`src/pfa_pkg.sv`:
```
// pfa_pkg: shared types, constants and helpers for the page frame allocator
// no dependencies; imported by pfa_ctrl, pfa_datapath and the top level
`timescale 1ns / 1ps

package pfa_pkg;

    // frame geometry
    localparam int NUM_PAGES   = 128;
    localparam int IDX_W       = $clog2(NUM_PAGES);
    localparam int TOT_W       = $clog2(NUM_PAGES + 1);
    localparam int CNT_W       = TOT_W;
    localparam int ADDR_W      = 29;
    localparam int FRAME_SHIFT = 21;                       // 2 MB frames
    localparam int ADDR_HI_W   = ADDR_W - FRAME_SHIFT;
    localparam logic [ADDR_W-1:0] FRAME_BASE = 29'h1000_0000;

    // operation codes carried in the func field
    localparam logic [1:0] FN_INIT  = 2'd0;
    localparam logic [1:0] FN_ALLOC = 2'd1;
    localparam logic [1:0] FN_FREE  = 2'd2;
    localparam logic [1:0] FN_READ  = 2'd3;

    typedef struct packed {
        logic [1:0] func;
        logic [7:0] count;
        logic [6:0] page;
    } pfa_in_t;

    typedef struct packed {
        logic              status;
        logic [6:0]        head_page;
        logic [ADDR_W-1:0] page_addr;
        logic [6:0]        next_page;
        logic              next_valid;
        logic [7:0]        free_count;
    } pfa_out_t;

    // one link entry: frame index plus valid bit (clear means null)
    typedef struct packed {
        logic [IDX_W-1:0] idx;
        logic             ok;
    } link_t;

    localparam int LINK_W = $bits(link_t);

    // datapath operations issued by the controller, one per cycle
    typedef enum logic [3:0] {
        OP_NONE,
        OP_LOAD,
        OP_INIT_WR,
        OP_INIT_END,
        OP_CUR_HEAD,
        OP_VAL_STEP,
        OP_POP_STEP,
        OP_POP_END,
        OP_CUR_PAGE,
        OP_PUSH_STEP,
        OP_READ_PAGE,
        OP_KEEP_LINK,
        OP_RESULT
    } dp_op_t;

    typedef enum logic [1:0] {
        RES_PLAIN,
        RES_FAIL,
        RES_ALLOC,
        RES_READ
    } res_kind_t;

    typedef struct packed {
        dp_op_t    op;
        res_kind_t res;
    } dp_cmd_t;

    typedef struct packed {
        logic alloc_bad;
        logic cnt_eq_count;
        logic cnt_full;
        logic node_ok;
        logic page_oob;
        logic out_free;
    } dp_sts_t;

    // physical address of a frame, wrapped to the address width
    function automatic logic [ADDR_W-1:0] frame_addr(input logic [ADDR_HI_W-1:0] idx);
        logic [ADDR_HI_W-1:0] hi;
        hi = idx + FRAME_BASE[ADDR_W-1:FRAME_SHIFT];
        return {hi, {FRAME_SHIFT{1'b0}}};
    endfunction

endpackage

```
`src/pfa_ram.sv`:
```
// pfa_ram: generic single write port, single read port ram with registered read
// no dependencies; a read of the address being written returns the old word
`timescale 1ns / 1ps

module pfa_ram #(
    parameter int WIDTH = 8,
    parameter int DEPTH = 128
) (
    input  logic                     aclk,
    input  logic                     we,
    input  logic [$clog2(DEPTH)-1:0] wr_addr,
    input  logic [WIDTH-1:0]         wr_data,
    input  logic [$clog2(DEPTH)-1:0] rd_addr,
    output logic [WIDTH-1:0]         rd_data
);

    logic [WIDTH-1:0] mem [DEPTH];
    logic [WIDTH-1:0] rd_data_reg;

    always_ff @(posedge aclk) begin
        if (we) begin
            mem[wr_addr] <= wr_data;
        end
        rd_data_reg <= mem[rd_addr];
    end

    assign rd_data = rd_data_reg;

endmodule

```
`src/pfa_ctrl.sv`:
```
// pfa_ctrl: sequencer that steps the allocator datapath through each operation
// depends on pfa_pkg for command and status types
`timescale 1ns / 1ps

module pfa_ctrl
    import pfa_pkg::*;
(
    input  logic       aclk,
    input  logic       aresetn,
    input  logic       s_valid,
    input  logic [1:0] s_func,
    output logic       s_ready,
    output dp_cmd_t    cmd,
    input  dp_sts_t    sts
);

    typedef enum logic [3:0] {
        ST_IDLE,
        ST_INIT,
        ST_A_CHK,
        ST_A_VAL,
        ST_A_POP,
        ST_F_CHK,
        ST_F_WALK,
        ST_R_RD,
        ST_R_WAIT,
        ST_DONE
    } state_t;

    state_t    state_reg, state_next;
    logic      s_ready_reg, s_ready_next;
    res_kind_t res_reg, res_next;
    dp_op_t    op;

    always_comb begin
        state_next   = state_reg;
        s_ready_next = s_ready_reg;
        res_next     = res_reg;
        op           = OP_NONE;
        unique case (state_reg)
            ST_IDLE: begin
                if (s_valid && s_ready_reg) begin
                    op           = OP_LOAD;
                    s_ready_next = 1'b0;
                    unique case (s_func)
                        FN_INIT:  state_next = ST_INIT;
                        FN_ALLOC: state_next = ST_A_CHK;
                        FN_FREE:  state_next = ST_F_CHK;
                        FN_READ:  state_next = ST_R_RD;
                        default:  state_next = ST_IDLE;
                    endcase
                end
            end
            ST_INIT: begin
                if (sts.cnt_full) begin
                    op         = OP_INIT_END;
                    res_next   = RES_PLAIN;
                    state_next = ST_DONE;
                end else begin
                    op = OP_INIT_WR;
                end
            end
            ST_A_CHK: begin
                if (sts.alloc_bad) begin
                    res_next   = RES_FAIL;
                    state_next = ST_DONE;
                end else begin
                    op         = OP_CUR_HEAD;
                    state_next = ST_A_VAL;
                end
            end
            ST_A_VAL: begin
                priority if (sts.cnt_eq_count) begin
                    op         = OP_CUR_HEAD;
                    state_next = ST_A_POP;
                end else if (!sts.node_ok) begin
                    res_next   = RES_FAIL;
                    state_next = ST_DONE;
                end else begin
                    op = OP_VAL_STEP;
                end
            end
            ST_A_POP: begin
                if (sts.cnt_eq_count) begin
                    op         = OP_POP_END;
                    res_next   = RES_ALLOC;
                    state_next = ST_DONE;
                end else begin
                    op = OP_POP_STEP;
                end
            end
            ST_F_CHK: begin
                if (sts.page_oob) begin
                    res_next   = RES_PLAIN;
                    state_next = ST_DONE;
                end else begin
                    op         = OP_CUR_PAGE;
                    state_next = ST_F_WALK;
                end
            end
            ST_F_WALK: begin
                if (sts.cnt_full || !sts.node_ok) begin
                    res_next   = RES_PLAIN;
                    state_next = ST_DONE;
                end else begin
                    op = OP_PUSH_STEP;
                end
            end
            ST_R_RD: begin
                op         = OP_READ_PAGE;
                state_next = ST_R_WAIT;
            end
            ST_R_WAIT: begin
                op         = OP_KEEP_LINK;
                res_next   = RES_READ;
                state_next = ST_DONE;
            end
            ST_DONE: begin
                if (sts.out_free) begin
                    op           = OP_RESULT;
                    s_ready_next = 1'b1;
                    state_next   = ST_IDLE;
                end
            end
            default: begin
                state_next = ST_IDLE;
            end
        endcase
    end

    always_ff @(posedge aclk) begin
        if (!aresetn) begin
            state_reg   <= ST_IDLE;
            s_ready_reg <= 1'b1;
            res_reg     <= RES_PLAIN;
        end else begin
            state_reg   <= state_next;
            s_ready_reg <= s_ready_next;
            res_reg     <= res_next;
        end
    end

    assign s_ready = s_ready_reg;
    assign cmd.op  = op;
    assign cmd.res = res_reg;

endmodule

```
`src/pfa_datapath.sv`:
```
// pfa_datapath: list registers, link memory, walk counter and result register
// depends on pfa_pkg and pfa_ram
`timescale 1ns / 1ps

module pfa_datapath
    import pfa_pkg::*;
(
    input  logic     aclk,
    input  logic     aresetn,
    input  dp_cmd_t  cmd,
    output dp_sts_t  sts,
    input  pfa_in_t  s_data,
    output logic     m_valid,
    input  logic     m_ready,
    output pfa_out_t m_data
);

    pfa_in_t          op_reg, op_next;
    logic [CNT_W-1:0] cnt_reg, cnt_next;
    link_t            cur_reg, cur_next;
    link_t            chain_reg, chain_next;
    link_t            head_reg, head_next;
    logic [TOT_W-1:0] total_reg, total_next;
    logic             m_valid_reg, m_valid_next;
    pfa_out_t         m_data_reg, m_data_next;

    logic              ram_we;
    logic [IDX_W-1:0]  ram_wr_addr;
    link_t             ram_wr_link;
    logic [IDX_W-1:0]  ram_rd_addr;
    logic [LINK_W-1:0] ram_rd_data;
    link_t             rd_link;

    link_t            node;
    logic             page_oob;
    logic [IDX_W-1:0] page_idx;
    logic [TOT_W-1:0] total_inc;

    pfa_ram #(
        .WIDTH (LINK_W),
        .DEPTH (NUM_PAGES)
    ) u_link_ram (
        .aclk    (aclk),
        .we      (ram_we),
        .wr_addr (ram_wr_addr),
        .wr_data (ram_wr_link),
        .rd_addr (ram_rd_addr),
        .rd_data (ram_rd_data)
    );

    assign rd_link = link_t'(ram_rd_data);

    // first node of a walk comes from cur, later ones from the previous read
    assign node      = (cnt_reg == '0) ? cur_reg : rd_link;
    assign page_oob  = 32'(op_reg.page) >= NUM_PAGES;
    assign page_idx  = IDX_W'(op_reg.page);
    assign total_inc = (total_reg < TOT_W'(NUM_PAGES)) ? total_reg + 1'b1 : total_reg;

    assign sts.alloc_bad    = (op_reg.count == '0) || (32'(op_reg.count) > 32'(total_reg));
    assign sts.cnt_eq_count = 32'(cnt_reg) == 32'(op_reg.count);
    assign sts.cnt_full     = 32'(cnt_reg) == NUM_PAGES;
    assign sts.node_ok      = node.ok;
    assign sts.page_oob     = page_oob;
    assign sts.out_free     = !m_valid_reg || m_ready;

    // link memory port control
    always_comb begin
        ram_we      = 1'b0;
        ram_wr_addr = node.idx;
        ram_wr_link = chain_reg;
        ram_rd_addr = node.idx;
        unique case (cmd.op)
            OP_INIT_WR: begin
                ram_we      = 1'b1;
                ram_wr_addr = IDX_W'(cnt_reg);
                ram_wr_link = '{idx: IDX_W'(cnt_reg - 1'b1), ok: (cnt_reg != '0)};
            end
            OP_POP_STEP: begin
                ram_we      = 1'b1;
                ram_wr_link = chain_reg;
            end
            OP_PUSH_STEP: begin
                ram_we      = 1'b1;
                ram_wr_link = head_reg;
            end
            OP_READ_PAGE: begin
                ram_rd_addr = page_idx;
            end
            default: begin
                ram_we = 1'b0;
            end
        endcase
    end

    always_comb begin
        op_next      = op_reg;
        cnt_next     = cnt_reg;
        cur_next     = cur_reg;
        chain_next   = chain_reg;
        head_next    = head_reg;
        total_next   = total_reg;
        m_valid_next = m_valid_reg && !m_ready;
        m_data_next  = m_data_reg;
        unique case (cmd.op)
            OP_LOAD: begin
                op_next  = s_data;
                cnt_next = '0;
            end
            OP_INIT_WR: begin
                cnt_next = cnt_reg + 1'b1;
            end
            OP_INIT_END: begin
                head_next  = '{idx: IDX_W'(NUM_PAGES - 1), ok: 1'b1};
                total_next = TOT_W'(NUM_PAGES);
            end
            OP_CUR_HEAD: begin
                cur_next   = head_reg;
                cnt_next   = '0;
                chain_next = '{idx: '0, ok: 1'b0};
            end
            OP_VAL_STEP: begin
                cnt_next = cnt_reg + 1'b1;
            end
            OP_POP_STEP: begin
                chain_next = '{idx: node.idx, ok: 1'b1};
                cnt_next   = cnt_reg + 1'b1;
            end
            OP_POP_END: begin
                head_next  = node;
                total_next = total_reg - TOT_W'(op_reg.count);
            end
            OP_CUR_PAGE: begin
                cur_next = '{idx: page_idx, ok: 1'b1};
                cnt_next = '0;
            end
            OP_PUSH_STEP: begin
                head_next  = '{idx: node.idx, ok: 1'b1};
                total_next = total_inc;
                cnt_next   = cnt_reg + 1'b1;
            end
            OP_KEEP_LINK: begin
                cur_next = rd_link;
            end
            OP_RESULT: begin
                m_valid_next           = 1'b1;
                m_data_next            = '0;
                m_data_next.free_count = 8'(total_reg);
                unique case (cmd.res)
                    RES_FAIL: begin
                        m_data_next.status = 1'b1;
                    end
                    RES_ALLOC: begin
                        m_data_next.head_page = 7'(chain_reg.idx);
                        m_data_next.page_addr = frame_addr(ADDR_HI_W'(chain_reg.idx));
                    end
                    RES_READ: begin
                        m_data_next.head_page = op_reg.page;
                        m_data_next.page_addr = frame_addr(ADDR_HI_W'(op_reg.page));
                        if (!page_oob && cur_reg.ok) begin
                            m_data_next.next_page  = 7'(cur_reg.idx);
                            m_data_next.next_valid = 1'b1;
                        end
                    end
                    default: begin
                        m_data_next.status = 1'b0;
                    end
                endcase
            end
            default: begin
                cnt_next = cnt_reg;
            end
        endcase
    end

    always_ff @(posedge aclk) begin
        if (!aresetn) begin
            head_reg    <= '{idx: '0, ok: 1'b0};
            total_reg   <= '0;
            m_valid_reg <= 1'b0;
        end else begin
            head_reg    <= head_next;
            total_reg   <= total_next;
            m_valid_reg <= m_valid_next;
        end
    end

    always_ff @(posedge aclk) begin
        op_reg     <= op_next;
        cnt_reg    <= cnt_next;
        cur_reg    <= cur_next;
        chain_reg  <= chain_next;
        m_data_reg <= m_data_next;
    end

    assign m_valid = m_valid_reg;
    assign m_data  = m_data_reg;

endmodule

```
`src/page_frame_free_list_allocator.sv`:
```
// page_frame_free_list_allocator: top level of the page frame allocator
// depends on pfa_pkg, pfa_ctrl and pfa_datapath (which holds pfa_ram)
//
//   channel   direction  handshake           word
//   s_        in         s_valid / s_ready   pfa_in_t  {func, count, page}
//   m_        out        m_valid / m_ready   pfa_out_t {status, head_page, page_addr,
//                                                       next_page, next_valid, free_count}
//
// one word at a time; init links every frame, allocate checks and then pops
//   count frames (refused early on zero or too large a count), free walks the
//   chain from page, read fetches one link; each walk step is one link memory access
// synchronous active-low reset empties the free list; link memory is not cleared
// a finished word waits in the output register while m_ready is low; the next
// word is taken meanwhile and its result is held until the register drains
`timescale 1ns / 1ps

module page_frame_free_list_allocator
    import pfa_pkg::*;
(
    input  logic     aclk,
    input  logic     aresetn,
    input  logic     s_valid,
    output logic     s_ready,
    input  pfa_in_t  s_data,
    output logic     m_valid,
    input  logic     m_ready,
    output pfa_out_t m_data
);

    // controller to datapath commands and the status flags going back
    dp_cmd_t cmd;
    dp_sts_t sts;

    // sequencer: decodes func on accept and walks the list one step a cycle
    pfa_ctrl u_ctrl (
        .aclk    (aclk),
        .aresetn (aresetn),
        .s_valid (s_valid),
        .s_func  (s_data.func),
        .s_ready (s_ready),
        .cmd     (cmd),
        .sts     (sts)
    );

    // free list head, frame count, link memory and the output register
    pfa_datapath u_datapath (
        .aclk    (aclk),
        .aresetn (aresetn),
        .cmd     (cmd),
        .sts     (sts),
        .s_data  (s_data),
        .m_valid (m_valid),
        .m_ready (m_ready),
        .m_data  (m_data)
    );

endmodule
```
`config.mk`:
```
export PLATFORM = sky130hd
export DESIGN_NAME = page_frame_free_list_allocator
export DESIGN_NICKNAME = d
export VERILOG_FILES = /design/src/pfa_pkg.sv /design/src/pfa_ram.sv /design/src/pfa_ctrl.sv /design/src/pfa_datapath.sv /design/src/page_frame_free_list_allocator.sv
export SDC_FILE = /design/constraint.sdc
export NUM_CORES = 2
export LEC_CHECK = 0
export BUFFER_PORTS_ARGS = -buffer_cell sky130_fd_sc_hd__buf_2
export CELL_PAD_IN_SITES_DETAIL_PLACEMENT = 1
export CELL_PAD_IN_SITES_GLOBAL_PLACEMENT = 1
export CORE_UTILIZATION = 48
export DETAILED_ROUTE_END_ITERATION = 8
export GPL_ROUTABILITY_DRIVEN = 0
export PLACE_DENSITY_LB_ADDON = 0.1
export REMOVE_ABC_BUFFERS = 1
export SLEW_MARGIN = 20
export SYNTH_ARGS = -nofsm -noshare
export SYNTH_HDL_FRONTEND = slang
export SYNTH_SLANG_ARGS = --single-unit
```
`constraint.sdc`:
```
create_clock -name aclk -period 5.29 [get_ports aclk]
set_input_delay 0.2645 -clock aclk [delete_from_list [all_inputs] [get_ports aclk]]
set_output_delay 0.2645 -clock aclk [all_outputs]
set_load 0.05 [all_outputs]
```
==> results.cfg <==
[outcome]
status = finished clean

[power_and_ir_drop]
clock_power_share_pct = 24.2
sequentialPowerShare_pct = 35.5
p_sw_share_pct = 40.79
p_leak_nw = 17.93
peakVddDrop_uv = 702.8
total_power_mw = 33.83
combPwrFrac_pct = 40.2
p_per_area_nw_per_um2 = 648.2
power.internal_mw = 20.03
p_switching_mw = 13.80

[synthesis]
ys.flop_type = edfxtp_1
synth_top_area_share_pct = 70.99
ys_warn_count = 0
synth_area_leaders = edfxtp_1 71%, nand2_1 5.3%, mux2i_1 3.1%, a21oi_1 2.0%, a22oi_1 1.9%
synth_cell_types = 76
synth_edf_count = 1088
syn_area_um2 = 46020
syn_inst = 3385
async_reset_ff_share_pct = 0
synth_largest_area_cell = edfxtp_1
ys_seq_elements = 1120
avgSynthCellArea_um2 = 13.60
seq_area_frac_synth_pct = 72.38

[critical_path]
crit_fanout = 23
rr_endpoint = u_datapath.u_link_ram.rd_data[4]
reg2reg_from = u_datapath.cnt_reg[2]
rr_worst_depth = 10
start_kind = flop
cp_cell_sequence = nor4_2 > a21boi_0 > o21ai_4 > buf_4 > nand2_1 > o32ai_1 > nor3_1 > a221oi_1 > o221ai_1 > or3_1
cp_top_family = compound AO/OA/AOI/OAI gates
crit_slowest_cell = nor4_2
slowest_delay_ns = 0.78
cp_data_required_time_ns = 5.89
endpoint_kind = flop
r2r_slack_ns = 0.30
crit_type = flop to flop
cp_num_buf_inv = 1
crit_arrival_ns = 5.59

[layout]
fill_cells = 9248
largest_reg_flops = 1024
drive_above_1_share_pct = 11.94
layout.nets = 3518
syn_to_final_growth_pct = 13.39

[routing]
drc = 0
postRouteAntennaNets = 0
drtPass1Iterations = 6
vias = 29930
totalWireLength_um = 142600
drt-initial-drc-count = 2914
wl_per_cell_um = 29.40
vias_per_cell = 6.170

[sta]
setup_viol = 0
fmax_ghz = 0.2002
hold_viol = 0
final.setup_skew_ns = 0.02900
min_period_ns = 4.994
max_slew_margin_pct = 24.49
final_max_slew_viol_count = 0
worstMarginPinSlew_ns = 1.123
final.setup.tns_ns = 0
rsz0062_at_grt = false
finalCritPeriodShare_pct = 94.40

[worst_hold_path]
hp-class = input pin to flop
hold_path_depth = 4
hp-start = s_data[16]
min_to = u_ctrl.state_reg[0]

[clock_tree]
cts_tree = yes
clk_latency_ns = 0.73
htree_levels = 3
cts_max_path_buffers = 3
cts_buffers = 114
post-cts-setup-buffer-count = 0
cts_num_sinks = 1120
clk_pin_slew_ns = 0.06
root_buffer = clkbuf_16

[global_routing]
grt_pass1_vias = 30590
grt_max_degree = 141
antenna_found_initial = 2
grt_pass1_wl_um = 207600
grt_overflow_total = 0
track_usage_pct = 29.10

[placement]
dp_hpwl_um = 90730
portBuffers = 54

[floorplanning]
ioPinCount = 76
die-area_um2 = 97120
fp.dieW_um = 311.6
dieHeight_um = 311.6
std_cell_rows = 113
core_um2 = 95010
start_util_pct = 48.44

[job]
maxCapViolations = 0
==> stage by stage <==
step / instance area (um^2) / utilization (%) / hold slack, ns / instances / worst slack, ns
after floorplan: 44900 / - / 0.3431 / 3167 / -11.23
after detailed placement: 48190 / 50.72 / 0.4433 / 4614 / 0.02307
after global routing: 52180 / 54.92 / 0.06147 / 4849 / 0.1373
final: 52190 / 54.93 / 0.06104 / 4851 / 0.2962
after CTS: 52160 / 54.90 / 0.03500 / 4849 / 0.0006888
after global placement: 48110 / 50.64 / 0.4435 / 4612 / -0.2123
==> synthesized netlist by cell type (all sizes together), types with 32 or more instances <==
cell type  instances
a31oi             35
clkbuf            92
a32oi             42
edfxtp          1088
nand3            172
mux2i            144
a22oi            118
nor2             210
nand2            648
o21ai             51
buf              146
a21oi            185
dfxtp             32
==> worst max-delay path by stage <==
stage / start / slack, ns / end / depth (start not counted)
2_1_floorplan: u_datapath.cnt_reg[0] / -11.23 / u_datapath.u_link_ram.rd_data[0] / 11
3_3_place_gp: u_datapath.cnt_reg[1] / -0.21 / u_datapath.u_link_ram.rd_data[6] / 12
3_5_place_dp: u_datapath.cnt_reg[1] / 0.02 / u_datapath.u_link_ram.rd_data[6] / 13
4_1_cts: u_datapath.cnt_reg[1] / 0.0007 / u_datapath.u_link_ram.rd_data[6] / 13
5_1_grt: u_datapath.cnt_reg[2] / 0.14 / u_datapath.u_link_ram.rd_data[4] / 10
6_report: u_datapath.cnt_reg[2] / 0.30 / u_datapath.u_link_ram.rd_data[4] / 10
==> final cells by class <==
class,instances,area (um^2),area share [%]
Inverter,24,90.09,0.1726
Timing Repair Buffer,201,1662,3.184
Antenna cell,2,5.005,0.009590
Clock buffer,145,3082,5.905
Multi-Input combinational cell,2023,11750,22.51
Clock inverter,71,705.7,1.352
Sequential cell,1120,33310,63.83
Tap cell,1265,1583,3.033
==> power by group through the flow <==
| stage | clock [mW] | sequential [mW] | combinational (mW) |
|---|---|---|---|
| CTS | 8.29 | 12.0 | 13.5 |
| global route | 8.57 | 12.0 | 14.3 |
| detailed placement | 0 | 12.2 | 13.4 |
| global placement | 0 | 12.2 | 13.0 |
| finish | 8.20 | 12.0 | 13.6 |
| floorplan | 0 | 12.3 | 6.87 |
==> tightest hold or removal path, stage by stage <==
cell and delay (ns):
buf_2 0.10, nand4b_1 0.11, o211ai_1 0.09, a21oi_1 0.17
==> placed cells by master (no fill, tap or decap), types with 16 or more instances in the layout <==
| cell type | instances |
|---|---|
| dlygate4sd3_1 | 19 |
| edfxtp_1 | 1088 |
| inv_1 | 23 |
| nor2_1 | 205 |
| a32o_1 | 18 |
| a31oi_1 | 35 |
| o32ai_1 | 23 |
| mux2_2 | 20 |
| mux2i_1 | 144 |
| and3_1 | 21 |
| buf_4 | 110 |
| a221oi_1 | 19 |
| dfxtp_1 | 32 |
| buf_2 | 54 |
| a21oi_1 | 183 |
| clkbuf_16 | 116 |
| conb_1 | 21 |
| nand2_1 | 648 |
| a22oi_1 | 118 |
| clkbuf_1 | 22 |
| clkinv_1 | 24 |
| a21o_1 | 19 |
| nor3_1 | 22 |
| nand3_1 | 170 |
| a32oi_1 | 42 |
| clkinv_2 | 24 |
| buf_12 | 16 |
| o21ai_0 | 47 |
==> kinds of logic after synthesis <==
group,after synthesis,synth area share (%)
other cells,1,0.008148
compound gates,623,9.434
buf+inv,262,2.789
flops,1120,72.38
fa+ha+maj,13,0.3697
xor+xnor,26,0.4948
mux,164,3.621
simple gates,1176,10.90
==> metal layers <==
layer  vias to the layer above  wire, um  GRT usage (%)
li1                      13000         -              -
met1                     15450     59130          39.19
met2                      1179     67570          47.05
met3                       297     10220          5.311
met4                         2      5692          11.27
met5                         -        10              0
==> what timing repair did <==
action,4_1_cts,5_1_grt
endpoints found under the hold margin,31,0
gates resized for setup,0,2
hold buffers,19,0
endpoints found under the setup margin,0,6
No activity file was read; power rests on OpenSTA's default activity.
